===== src/rtl/sme_pkg.sv =====
package sme_pkg;

	typedef enum logic [4:0] {
		OP_NOP   = 5'd0,
		OP_ADD   = 5'd1,
		OP_SUB   = 5'd2,
		OP_MUL   = 5'd3,
		OP_DIV   = 5'd4,
		OP_AND   = 5'd5,
		OP_OR    = 5'd6,
		OP_NOT   = 5'd7,
		OP_TSTEQ = 5'd8,
		OP_TSTNE = 5'd9,
		OP_TSTLT = 5'd10,
		OP_TSTLE = 5'd11,
		OP_TSTGT = 5'd12,
		OP_TSTGE = 5'd13,
		OP_PUSHL = 5'd14,
		OP_PUSHV = 5'd15,
		OP_POP   = 5'd16,
		OP_GET   = 5'd17,
		OP_PUT   = 5'd18,
		OP_J     = 5'd19,
		OP_JF    = 5'd20,
		OP_HALT  = 5'd21
	} op_t;

	localparam logic [2:0] ST_OK    = 3'd0;
	localparam logic [2:0] ST_DIV0  = 3'd1;
	localparam logic [2:0] ST_UNDER = 3'd2;
	localparam logic [2:0] ST_OVER  = 3'd3;
	localparam logic [2:0] ST_HALT  = 3'd4;

	// classified item handed from front to back
	typedef struct packed {
		logic [4:0]  opcode;
		logic [1:0]  pops;
		logic        pushes;
		logic [31:0] lit;
		logic [5:0]  vidx;
		logic [6:0]  tgt;
	} dec_t;

	typedef enum logic [2:0] {
		EX_IDLE,
		EX_POP1,
		EX_POP2,
		EX_CALC,
		EX_DIV,
		EX_OUT
	} ex_state_t;

endpackage


===== src/rtl/sme_front.sv =====
module sme_front (
	input  logic               clk,
	input  logic               arst_n,
	input  logic               in_valid,
	output logic               in_stall,
	input  logic [4:0]         req_type,
	input  logic signed [31:0] literal_value,
	input  logic [5:0]         var_index,
	input  logic [6:0]         jump_target,
	output logic               q_valid,
	input  logic               q_stall,
	output sme_pkg::dec_t      q_item
);

	// two-entry queue
	sme_pkg::dec_t fifo_q [2];
	logic          wp_q, rp_q;
	logic [1:0]    cnt_q;
	sme_pkg::dec_t d;
	logic          push, pop;

	always_comb begin
		d = '0;
		d.opcode = req_type;
		d.lit    = literal_value;
		d.vidx   = var_index;
		d.tgt    = jump_target;
		case (req_type) inside
			[5'd1:5'd6]: begin
				d.pops = 2'd2;
				d.pushes = 1'b1;
			end
			[5'd7:5'd13]: begin
				d.pops = 2'd1;
				d.pushes = 1'b1;
			end
			5'd14, 5'd15: d.pushes = 1'b1;
			5'd16, 5'd20: d.pops = 2'd1;
			default: ;
		endcase
	end

	assign in_stall = (cnt_q == 2'd2);
	assign push     = in_valid && !in_stall;
	assign q_valid  = (cnt_q != 2'd0);
	assign pop      = q_valid && !q_stall;
	assign q_item   = fifo_q[rp_q];

	always_ff @(posedge clk) begin
		if (push) fifo_q[wp_q] <= d;
	end

	always_ff @(posedge clk or negedge arst_n) begin
		if (!arst_n) begin
			wp_q  <= 1'b0;
			rp_q  <= 1'b0;
			cnt_q <= 2'd0;
		end else begin
			if (push) wp_q <= !wp_q;
			if (pop) rp_q <= !rp_q;
			cnt_q <= cnt_q + {1'b0, push} - {1'b0, pop};
		end
	end

	a_cnt: assert property (@(posedge clk) disable iff (!arst_n) cnt_q <= 2'd2)
		else $error("queue count out of range");
	a_full: assert property (@(posedge clk) disable iff (!arst_n)
		cnt_q == 2'd2 |-> !push)
		else $error("push into full queue");
	a_empty: assert property (@(posedge clk) disable iff (!arst_n)
		cnt_q == 2'd0 |-> !pop)
		else $error("pop from empty queue");

endmodule


===== config.mk =====
export PLATFORM = sky130hd
export DESIGN_NAME = sme_front
export DESIGN_NICKNAME = d
export VERILOG_FILES = /design/src/rtl/sme_pkg.sv /design/src/rtl/sme_front.sv
export SDC_FILE = /design/constraint.sdc
export NUM_CORES = 1
export LEC_CHECK = 0
export CAP_MARGIN = 10
export CELL_PAD_IN_SITES_DETAIL_PLACEMENT = 0
export CELL_PAD_IN_SITES_GLOBAL_PLACEMENT = 1
export CORE_MARGIN = 3
export CORE_UTILIZATION = 53
export CTS_CLUSTER_DIAMETER = 50
export DETAILED_ROUTE_END_ITERATION = 6
export DONT_BUFFER_PORTS = 1
export PLACE_DENSITY_LB_ADDON = 0.1
export SYNTH_ARGS = -nofsm -noshare
export SYNTH_HDL_FRONTEND = slang
export SYNTH_SLANG_ARGS = --single-unit

===== constraint.sdc =====
create_clock -name clk -period 3.7 [get_ports clk]
set_input_delay 0.74 -clock clk [delete_from_list [all_inputs] [get_ports clk]]
set_output_delay 0.74 -clock clk [all_outputs]
set_load 0.01 [all_outputs]

After elaboration in Yosys (flattened, before gate mapping)
Memories as Yosys holds them, arrays and structs flattened.
Cells that the tools add are included.

storage, ports and cells
  bits in writable memories = 106
  bits of input ports = 54
  memories kept = 1
  word-level logic and storage cells = 35
  register bits after elaboration = 4

memories
  name    words  bits a word  read ports  clocked after memory_dff  write ports  line             RTL
  fifo_q  2      53           1           0                         1            sme_front.sv:16  sme_pkg::dec_t fifo_q [2];

operators by class
  order comparisons = 4
  muxes and demuxes = 9
  equality and inequality tests = 5
  reductions and logical operators = 11
  $add $sub $neg = 2

operators with widths
  operator                                                        count
  equality test 5 x 4 -> 1 bit, second input constant             2
  equality test 5 bit, second input constant                      2
  2-to-1 mux 1 bit                                                7
  >= comparator 5 x 1 -> 1 bit, second input constant             1
  >= comparator 5 x 3 -> 1 bit, second input constant             1
  less-or-equal comparator 5 x 3 -> 1 bit, second input constant  1
  less-or-equal comparator 5 x 4 -> 1 bit, second input constant  1
  logical AND 1 bit                                               4
  zero test 1 bit                                                 4
  2-to-1 mux 2 bit                                                2
  OR reduction 2 bit                                              2
  adder 2 x 1 -> 2 bit                                            1
  equality test 2 bit, second input constant                      1
  nonzero test 2 bit                                              1
  subtractor 2 x 1 -> 2 bit                                       1

Longest topological paths before layout
Gate-level depths: netlist of run 1.

  word-level depth = 6
  depth in mapped cells = 7
  gate-level depth less buffers = 7

Worst setup path before layout of run 1
No wires, ideal clock.

  path type = input to register
  start point = input port in_valid
  end point = memory fifo_q[0][0] (netlist name), enable pin
  setup time = 0.464 ns
  setup slack = 0.180 ns
  data arrival time = 3.056 ns
  stages on the path = 2
  path through = nand2_1 > nor2_1

between the ends
  longest elaborated chain between the ends = 3

ends and longest elaborated chain
  element                                 line             RTL
  start: declaration                      sme_front.sv:4   input logic in_valid,
  logical AND 1 bit                       sme_front.sv:44  assign push = in_valid && !in_stall;
  2-to-1 mux 1 bit                        sme_front.sv:50  if (push) fifo_q[wp_q] <= d;
  2-to-1 mux 1 bit (implied by the code)  sme_front.sv:50
  end: declaration                        sme_front.sv:16

Every way passes these cells.

==> run_summary.xml, run 1 <==
<?xml version="1.0" encoding="UTF-8"?>
<metrics>
  <group name="timing">
    <metric name="maxClockFrequency" unit="MHz">380</metric>
    <metric name="timing.final.crit_period" unit="ns">2.63</metric>
    <metric name="finalSetupTns" unit="ns">0</metric>
    <metric name="final.period_utilization" unit="%">71.1</metric>
    <metric name="rsz0062_at_grt" unit="">no</metric>
    <metric name="drv_slew" unit="">0</metric>
    <metric name="worst-slew-pin-transition" unit="ns">0.976</metric>
    <metric name="timing.hold.ws" unit="ns">0.0781</metric>
    <metric name="max_slew_margin" unit="%">34.9</metric>
    <metric name="finalHoldViolCount" unit="">0</metric>
    <metric name="clock_skew_after_layout" unit="ns">0.00664</metric>
    <metric name="setup_viol" unit="">0</metric>
  </group>
  <group name="clocking">
    <metric name="cts.root.buffer_cell" unit="">sky130_fd_sc_hd__clkbuf_8</metric>
    <metric name="clkSlewWorstSetupHoldPaths" unit="ns">0.09</metric>
    <metric name="post_cts.repair.setup_buffers" unit="">0</metric>
    <metric name="tritoncts.num_buffers" unit="">9</metric>
    <metric name="post_cts_resize_count" unit="">0</metric>
    <metric name="cts_max_path_buffers" unit="">2</metric>
    <metric name="tritoncts_clock_tree" unit="">built</metric>
    <metric name="insertion_delay" unit="ns">0.34</metric>
    <metric name="htreeDepth" unit="">3</metric>
    <metric name="cts.hold.buffers_added" unit="">0</metric>
    <metric name="cts_sinks" unit="">110</metric>
  </group>
  <group name="critical_path">
    <metric name="timing.critical_path.max_delay_family" unit="">flip-flops</metric>
    <metric name="critical_path.n_buffers_inverters" unit="">0</metric>
    <metric name="cp-start-kind" unit="">flip-flop</metric>
    <metric name="critPathMaxStageDelay" unit="ns">1.08</metric>
    <metric name="r2r.worst_path.cells" unit="">4</metric>
    <metric name="worst_setup_path_end_kind" unit="">output port</metric>
    <metric name="r2r-end" unit="">fifo_q[0][51]</metric>
    <metric name="setup.reg_to_reg.worst_slack" unit="ns">1.65</metric>
    <metric name="worstPathMaxFanout" unit="">54</metric>
    <metric name="worst_ep_required_time" unit="ns">2.96</metric>
    <metric name="worstPathArrival" unit="ns">1.89</metric>
    <metric name="crit-reg2reg-launch" unit="">cnt_q[1]</metric>
    <metric name="cp_cell_sequence" unit="">mux2_2</metric>
    <metric name="worstSetupStartpoint" unit="">rp_q</metric>
    <metric name="crit_path_top_delay_cell" unit="">sky130_fd_sc_hd__dfrtp_4</metric>
    <metric name="timing_worst_setup_path_type" unit="">flip-flop to output port</metric>
  </group>
  <group name="routing">
    <metric name="vias" unit="">1685</metric>
    <metric name="drt-total-wl" unit="um">6300</metric>
    <metric name="detailedRoute.firstIterationViolations" unit="">63</metric>
    <metric name="routedWlPerCell" unit="um">20.4</metric>
    <metric name="drtAntennaViolNets" unit="">0</metric>
    <metric name="post_drt_via_cell_ratio" unit="">5.45</metric>
    <metric name="drt_pass1_iterations" unit="">4</metric>
    <metric name="detail_route.drc_violations" unit="">0</metric>
  </group>
  <group name="floorplan">
    <metric name="io_pins" unit="">109</metric>
    <metric name="fp.dieH" unit="um">96.6</metric>
    <metric name="floorplan.rows" unit="">32</metric>
    <metric name="fp.dieArea" unit="um^2">9330</metric>
    <metric name="core" unit="um^2">7850</metric>
    <metric name="dieWidth" unit="um">96.6</metric>
    <metric name="initial_core_utilization" unit="%">55.4</metric>
  </group>
  <group name="yosys">
    <metric name="most_instantiated_flip_flop_cell_in_the_synthesis_netlist" unit="">sky130_fd_sc_hd__edfxtp_1</metric>
    <metric name="synth_xor_xnor_area_share" unit="%">0.806</metric>
    <metric name="yosys.area.top_type_share" unit="%">73.2</metric>
    <metric name="synth.most_common_cell" unit="">sky130_fd_sc_hd__edfxtp_1</metric>
    <metric name="yosysSeqAreaShare" unit="%">75.5</metric>
    <metric name="ys_top_cells_by_count" unit="">sky130_fd_sc_hd__edfxtp_1 (106), sky130_fd_sc_hd__mux2_4 (49), sky130_fd_sc_hd__buf_12 (5)</metric>
    <metric name="synth.lib_cells_used.distinct" unit="">22</metric>
    <metric name="synth.net_count" unit="">250</metric>
    <metric name="synthesis.instances" unit="">194</metric>
    <metric name="synth.largest_area_cell" unit="">sky130_fd_sc_hd__edfxtp_1</metric>
    <metric name="post_synth_fa_ha_maj_area_fraction" unit="%">0.576</metric>
    <metric name="ys_seq_elements" unit="">110</metric>
    <metric name="postSynthAreaPerCell" unit="um^2">22.4</metric>
    <metric name="yosys_warnings" unit="">0</metric>
    <metric name="netlist_area" unit="um^2">4350</metric>
    <metric name="yosys-mux-area-fraction" unit="%">18.2</metric>
    <metric name="async_flop_share" unit="%">3.64</metric>
    <metric name="synth_enable_flop_cells" unit="">106</metric>
    <metric name="synth-compound-area-share" unit="%">0.374</metric>
    <metric name="post_synth_and_or_nand_nor_area_fraction" unit="%">1.73</metric>
    <metric name="combinational_family_with_the_most_area_after_synthesis" unit="">multiplexers</metric>
    <metric name="yosys-top-cells-area" unit="">sky130_fd_sc_hd__edfxtp_1 (73%), sky130_fd_sc_hd__mux2_4 (17%), sky130_fd_sc_hd__buf_12 (2.3%), sky130_fd_sc_hd__dfrtp_1 (2.3%), sky130_fd_sc_hd__mux2_2 (1.0%)</metric>
  </group>
  <group name="finish">
    <metric name="antenna-diode-count" unit="">0</metric>
    <metric name="final_layout_size_suffix_gt1_share" unit="%">35.3</metric>
    <metric name="num-nets-final" unit="">258</metric>
    <metric name="flow.area_growth_from_synthesis" unit="%">5.01</metric>
  </group>
  <group name="power_and_ir_drop">
    <metric name="p_comb_share" unit="%">27.4</metric>
    <metric name="pwr-share-clk" unit="%">17.0</metric>
    <metric name="power_leakage" unit="nW">1.63</metric>
    <metric name="pwr-share-seq" unit="%">55.5</metric>
    <metric name="power.net_switching" unit="W">0.00103</metric>
    <metric name="worst_vdd_rail_ir_drop" unit="V">0.000781</metric>
    <metric name="internal_power_component" unit="W">0.00246</metric>
    <metric name="total_power" unit="W">0.00349</metric>
    <metric name="net_sw_share" unit="%">29.5</metric>
    <metric name="power_density" unit="nW/um^2">765</metric>
  </group>
  <group name="global_routing">
    <metric name="largest_net_degree_at_the_start_of_global_routing" unit="">55</metric>
    <metric name="vias_in_the_first_global_route" unit="">1754</metric>
    <metric name="gr-total-overflow" unit="">0</metric>
    <metric name="groute.usage.overall" unit="%">14.0</metric>
    <metric name="antenna_found_initial" unit="">0</metric>
    <metric name="grt_pass1_wl" unit="um">9200</metric>
  </group>
  <group name="outcome">
    <metric name="outcome" unit="">completed</metric>
  </group>
  <group name="place">
    <metric name="portBuffers" unit="">0</metric>
    <metric name="globalplace.congestion" unit="">0.645</metric>
    <metric name="dpl.hpwl" unit="um">4380</metric>
  </group>
  <group name="job">
    <metric name="maxCapViolCount" unit="">0</metric>
  </group>
  <group name="min_path">
    <metric name="worst_hold_path_type" unit="">primary input to asynchronous set/reset pin</metric>
  </group>
</metrics>
## worst reg2reg max path, stage by stage, from the launching register on
cell and delay [ns]:
sky130_fd_sc_hd__dfrtp_1 0.41, sky130_fd_sc_hd__nand2b_1 0.13, sky130_fd_sc_hd__nand2_1 0.15, sky130_fd_sc_hd__nor2_4 0.57, sky130_fd_sc_hd__buf_4 0.45
## per-stage QoR
step           setup WS [ns]  instance area (um^2)  utilization [%]  std cells
4_1_cts                 1.02                  4570             58.2        309
3_3_place_gp            1.44                  4400             56.1        293
2_1_floorplan          0.180                  4350                -        194
6_report                1.07                  4570             58.2        309
5_1_grt                0.966                  4570             58.2        309
3_5_place_dp            1.41                  4400             56.1        293
## cell families (layout without fill, tap and decap cells)
| group | count (synthesis) | after routing |
|---|---|---|
| mux | 54 | 54 |
| simple gates | 12 | 12 |
| xor+xnor | 4 | 4 |
| compound gates | 3 | 3 |
| buf+inv | 9 | 22 |
| fa+ha+maj | 2 | 2 |
| flops | 110 | 110 |
## metal layers
| layer | up-vias | part of all wire, % | global-route usage, % |
|---|---|---|---|
| met5 | - | 0 | 0 |
| met4 | 0 | 2.5 | 8.18 |
| met3 | 11 | 12 | 7.13 |
| met2 | 74 | 53 | 24.3 |
| met1 | 831 | 32 | 13.2 |
| li1 | 769 | - | - |
## how the worst max path moves through the flow
stage,endpoint,slack [ns],cells after the start
5_1_grt,q_item[2],0.97,1
6_report,q_item[2],1.07,1
3_5_place_dp,q_item[2],1.41,1
3_3_place_gp,q_item[0],1.44,1
4_1_cts,q_item[2],1.02,1
2_1_floorplan,fifo_q[0][0],0.18,2
## cell usage in the layout (no fill, tap or decap), drive strengths merged, types with 2 or more instances in the layout
cell type,count
a21oi,2
and3,2
buf,3
clkbuf,10
clkinv,3
clkinvlp,3
dfrtp,4
edfxtp,106
ha,2
inv,3
mux2,53
nor2,3
xnor2,3
## flip-flops by register name, indices dropped and copies added, names as in the netlist
register	flops
cnt_q	2
rp_q	1
wp_q	1
fifo_q	106
## power groups by stage
stage / logic (W) / registers (W) / clock network, W
after detailed placement: 0.000982 / 0.00198 / 0
final: 0.000958 / 0.00194 / 0.000595
after global placement: 0.000959 / 0.00195 / 0
after floorplan: 0.00107 / 0.00180 / 0
after CTS: 0.000985 / 0.00195 / 0.000625
after global routing: 0.00103 / 0.00198 / 0.000679
## area by class of cell
cell class | instances | area, um^2
Sequential cell | 110 | 3290
Inverter | 3 | 11.3
Tap cell | 102 | 128
Clock buffer | 10 | 128
Fill cell | 594 | 3280
Multi-Input combinational cell | 75 | 951
Timing Repair Buffer | 3 | 22.5
Clock inverter | 6 | 38.8
No activity file was read; power rests on OpenSTA's default activity.
==> run 2, diff against run 1 <==
==> constraint.sdc (replaced) <==
create_clock -name clk -period 2.7 [get_ports clk]
set_input_delay 0.54 -clock clk [delete_from_list [all_inputs] [get_ports clk]]
set_output_delay 0.54 -clock clk [all_outputs]
set_load 0.01 [all_outputs]
==> run 2 against run 1 <==
Via count grew 1.8%. Wire length grew 4.3%. Utilization grew 1.0 points. Clock-buffer cell count shrank 1. Worst setup slack lost 0.66 ns. Critical path type unchanged. Largest power group unchanged.
==> run_summary.xml, run 2 (synthesis gave the netlist of run 1 again) <==
<?xml version="1.0" encoding="UTF-8"?>
<metrics>
  <group name="critical_path">
    <metric name="crit_path_top_delay_cell" unit="">sky130_fd_sc_hd__dfrtp_4</metric>
    <metric name="critPathMaxStageDelay" unit="ns">0.70</metric>
    <metric name="worst_setup_path_end_kind" unit="">output port</metric>
    <metric name="cp-start-kind" unit="">flip-flop</metric>
    <metric name="critical_path.n_buffers_inverters" unit="">1</metric>
    <metric name="worst_ep_required_time" unit="ns">2.16</metric>
    <metric name="cp_cell_sequence" unit="">buf_4, mux2_4</metric>
    <metric name="critical_path_cell_count" unit="">2</metric>
    <metric name="crit_path_end" unit="">q_item[19]</metric>
    <metric name="r2r-end" unit="">fifo_q[1][45]</metric>
    <metric name="worstSetupStartpoint" unit="">rp_q</metric>
    <metric name="timing.critical_path.max_delay_family" unit="">flip-flops</metric>
    <metric name="r2r.worst_path.cells" unit="">3</metric>
    <metric name="setup.reg_to_reg.worst_slack" unit="ns">0.88</metric>
    <metric name="worstPathMaxFanout" unit="">22</metric>
    <metric name="crit-reg2reg-launch" unit="">cnt_q[1]</metric>
    <metric name="timing_worst_setup_path_type" unit="">flip-flop to output port</metric>
    <metric name="worstPathArrival" unit="ns">1.75</metric>
  </group>
  <group name="global_routing">
    <metric name="grt_pass1_wl" unit="um">9640</metric>
    <metric name="vias_in_the_first_global_route" unit="">1877</metric>
    <metric name="gr-total-overflow" unit="">0</metric>
    <metric name="antenna_found_initial" unit="">0</metric>
    <metric name="groute.usage.overall" unit="%">14.5</metric>
    <metric name="largest_net_degree_at_the_start_of_global_routing" unit="">33</metric>
  </group>
  <group name="timing">
    <metric name="drv_slew" unit="">0</metric>
    <metric name="rsz0062_at_grt" unit="">no</metric>
    <metric name="clock_skew_after_layout" unit="ns">0.0144</metric>
    <metric name="max_slew_margin" unit="%">60.9</metric>
    <metric name="maxClockFrequency" unit="MHz">437</metric>
    <metric name="finalHoldViolCount" unit="">0</metric>
    <metric name="timing.final.crit_period" unit="ns">2.29</metric>
    <metric name="setup_viol" unit="">0</metric>
    <metric name="finalSetupTns" unit="ns">0</metric>
    <metric name="final.period_utilization" unit="%">84.7</metric>
    <metric name="worst-slew-pin-transition" unit="ns">0.587</metric>
  </group>
  <group name="power_and_ir_drop">
    <metric name="power_density" unit="nW/um^2">1070</metric>
    <metric name="power_leakage" unit="nW">1.69</metric>
    <metric name="worst_vdd_rail_ir_drop" unit="V">0.000807</metric>
  </group>
  <group name="routing">
    <metric name="post_drt_via_cell_ratio" unit="">5.48</metric>
    <metric name="drt-total-wl" unit="um">6570</metric>
    <metric name="vias" unit="">1715</metric>
    <metric name="drtAntennaViolNets" unit="">0</metric>
    <metric name="routedWlPerCell" unit="um">21.0</metric>
    <metric name="drt_pass1_iterations" unit="">4</metric>
    <metric name="detail_route.drc_violations" unit="">0</metric>
    <metric name="detailedRoute.firstIterationViolations" unit="">77</metric>
  </group>
  <group name="finish">
    <metric name="fillers" unit="">597</metric>
    <metric name="largest_reg_flops" unit="">106</metric>
    <metric name="finalNonFillerCells" unit="">313</metric>
    <metric name="final_layout_size_suffix_gt1_share" unit="%">37.4</metric>
    <metric name="layout_common_cells" unit="">sky130_fd_sc_hd__edfxtp_1 (106), sky130_fd_sc_hd__mux2_4 (49), sky130_fd_sc_hd__clkbuf_8 (9)</metric>
    <metric name="num-nets-final" unit="">263</metric>
    <metric name="multi_input_comb_area" unit="um^2">951</metric>
    <metric name="layout_top_registers" unit="">fifo_q (106), cnt_q (2)</metric>
    <metric name="most_common_library_cell_in_the_layout_ignoring_fill_and_taps" unit="">sky130_fd_sc_hd__edfxtp_1</metric>
    <metric name="flow.area_growth_from_synthesis" unit="%">6.85</metric>
    <metric name="final_util" unit="%">59.2</metric>
    <metric name="largest_register" unit="">fifo_q</metric>
    <metric name="ff_latch_area" unit="um^2">3290</metric>
    <metric name="antenna-diode-count" unit="">0</metric>
  </group>
  <group name="clocking">
    <metric name="tritoncts_clock_tree" unit="">built</metric>
    <metric name="cts_max_path_buffers" unit="">2</metric>
    <metric name="cts.hold.buffers_added" unit="">1</metric>
    <metric name="post_cts_resize_count" unit="">0</metric>
    <metric name="cts.root.buffer_cell" unit="">sky130_fd_sc_hd__clkbuf_8</metric>
    <metric name="post_cts.repair.setup_buffers" unit="">0</metric>
    <metric name="htreeDepth" unit="">3</metric>
    <metric name="cts_sinks" unit="">110</metric>
    <metric name="tritoncts.num_buffers" unit="">9</metric>
    <metric name="insertion_delay" unit="ns">0.35</metric>
    <metric name="clkSlewWorstSetupHoldPaths" unit="ns">0.10</metric>
  </group>
  <group name="place">
    <metric name="dp_cells" unit="">297</metric>
    <metric name="portBuffers" unit="">0</metric>
    <metric name="globalplace.congestion" unit="">0.661</metric>
    <metric name="dpl.hpwl" unit="um">4680</metric>
  </group>
  <group name="floorplan">
    <metric name="core" unit="um^2">7850</metric>
    <metric name="initial_core_utilization" unit="%">55.4</metric>
    <metric name="fp.dieH" unit="um">96.6</metric>
    <metric name="dieWidth" unit="um">96.6</metric>
    <metric name="floorplan.rows" unit="">32</metric>
    <metric name="fp.dieArea" unit="um^2">9330</metric>
    <metric name="io_pins" unit="">109</metric>
  </group>
  <group name="job">
    <metric name="maxCapViolCount" unit="">0</metric>
  </group>
  <group name="min_path">
    <metric name="worst_hold_path_type" unit="">primary input to flip-flop</metric>
  </group>
  <group name="outcome">
    <metric name="outcome" unit="">completed</metric>
  </group>
</metrics>
## run 2: cell count changes in the layout (fill, tap and decap cells not counted)
cell	change
sky130_fd_sc_hd__clkinvlp_4	-3
sky130_fd_sc_hd__bufinv_16	+1
sky130_fd_sc_hd__clkinv_4	+1
sky130_fd_sc_hd__clkinv_1	-2
sky130_fd_sc_hd__clkinv_2	+1
sky130_fd_sc_hd__clkbuf_1	-1
sky130_fd_sc_hd__buf_4	+3
sky130_fd_sc_hd__buf_12	+1
sky130_fd_sc_hd__dlygate4sd3_1	+1
sky130_fd_sc_hd__inv_6	+2
## run 2: worst min path at each step
stage	slack, ns	cells past startpoint	endpoint	start
2_1_floorplan	0.24	0	cnt_q[0]	arst_n
4_1_cts	0.26	0	fifo_q[0][21]	literal_value[8]
3_5_place_dp	0.24	0	cnt_q[0]	arst_n
3_3_place_gp	0.24	0	cnt_q[0]	arst_n
6_report	0.28	0	fifo_q[0][21]	literal_value[8]
5_1_grt	0.25	0	fifo_q[0][16]	literal_value[3]
## run 2: layer usage
| metal | track usage [%] | part of all wire (%) | wire length (um) |
|---|---|---|---|
| met5 | 0 | 0 | 0 |
| met4 | 6.66 | 1.4 | 95 |
| met3 | 6.82 | 11 | 701 |
| met2 | 24.5 | 53 | 3500 |
| met1 | 15.3 | 35 | 2270 |
## run 2: per-stage QoR
stage	cell area [um^2]	setup slack, ns	power [W]	hold WS (ns)
after detailed placement	4440	0.759	0.00410	0.245
after CTS	4650	0.365	0.00504	0.255
final	4650	0.412	0.00496	0.277
after global placement	4440	0.791	0.00403	0.245
after floorplan	4350	0.263	0.00393	0.244
after global routing	4650	0.317	0.00522	0.250
## run 2: where the power goes
group | total, W | switching, W | internal, W | leakage, nW
Clock | 0.000939 | 0.000507 | 0.000432 | 0.100
Sequential | 0.00253 | 0.000194 | 0.00234 | 1.03
Combinational | 0.00149 | 0.000756 | 0.000735 | 0.558
## run 2: final cells by class
type	count	share of cell area, %
timing repair buffer	8	1.62
clock inverter	6	1.51
multi-input combinational	75	20.5
inverter	3	0.242
tap	102	2.75
sequential	110	70.8
clock buffer	9	2.67
## run 2: worst register-to-register path, cell delays in order (launching register included)
cell and delay, ns:
sky130_fd_sc_hd__dfrtp_1 0.42, sky130_fd_sc_hd__nand2b_1 0.13, sky130_fd_sc_hd__and3_2 0.59, sky130_fd_sc_hd__buf_4 0.38
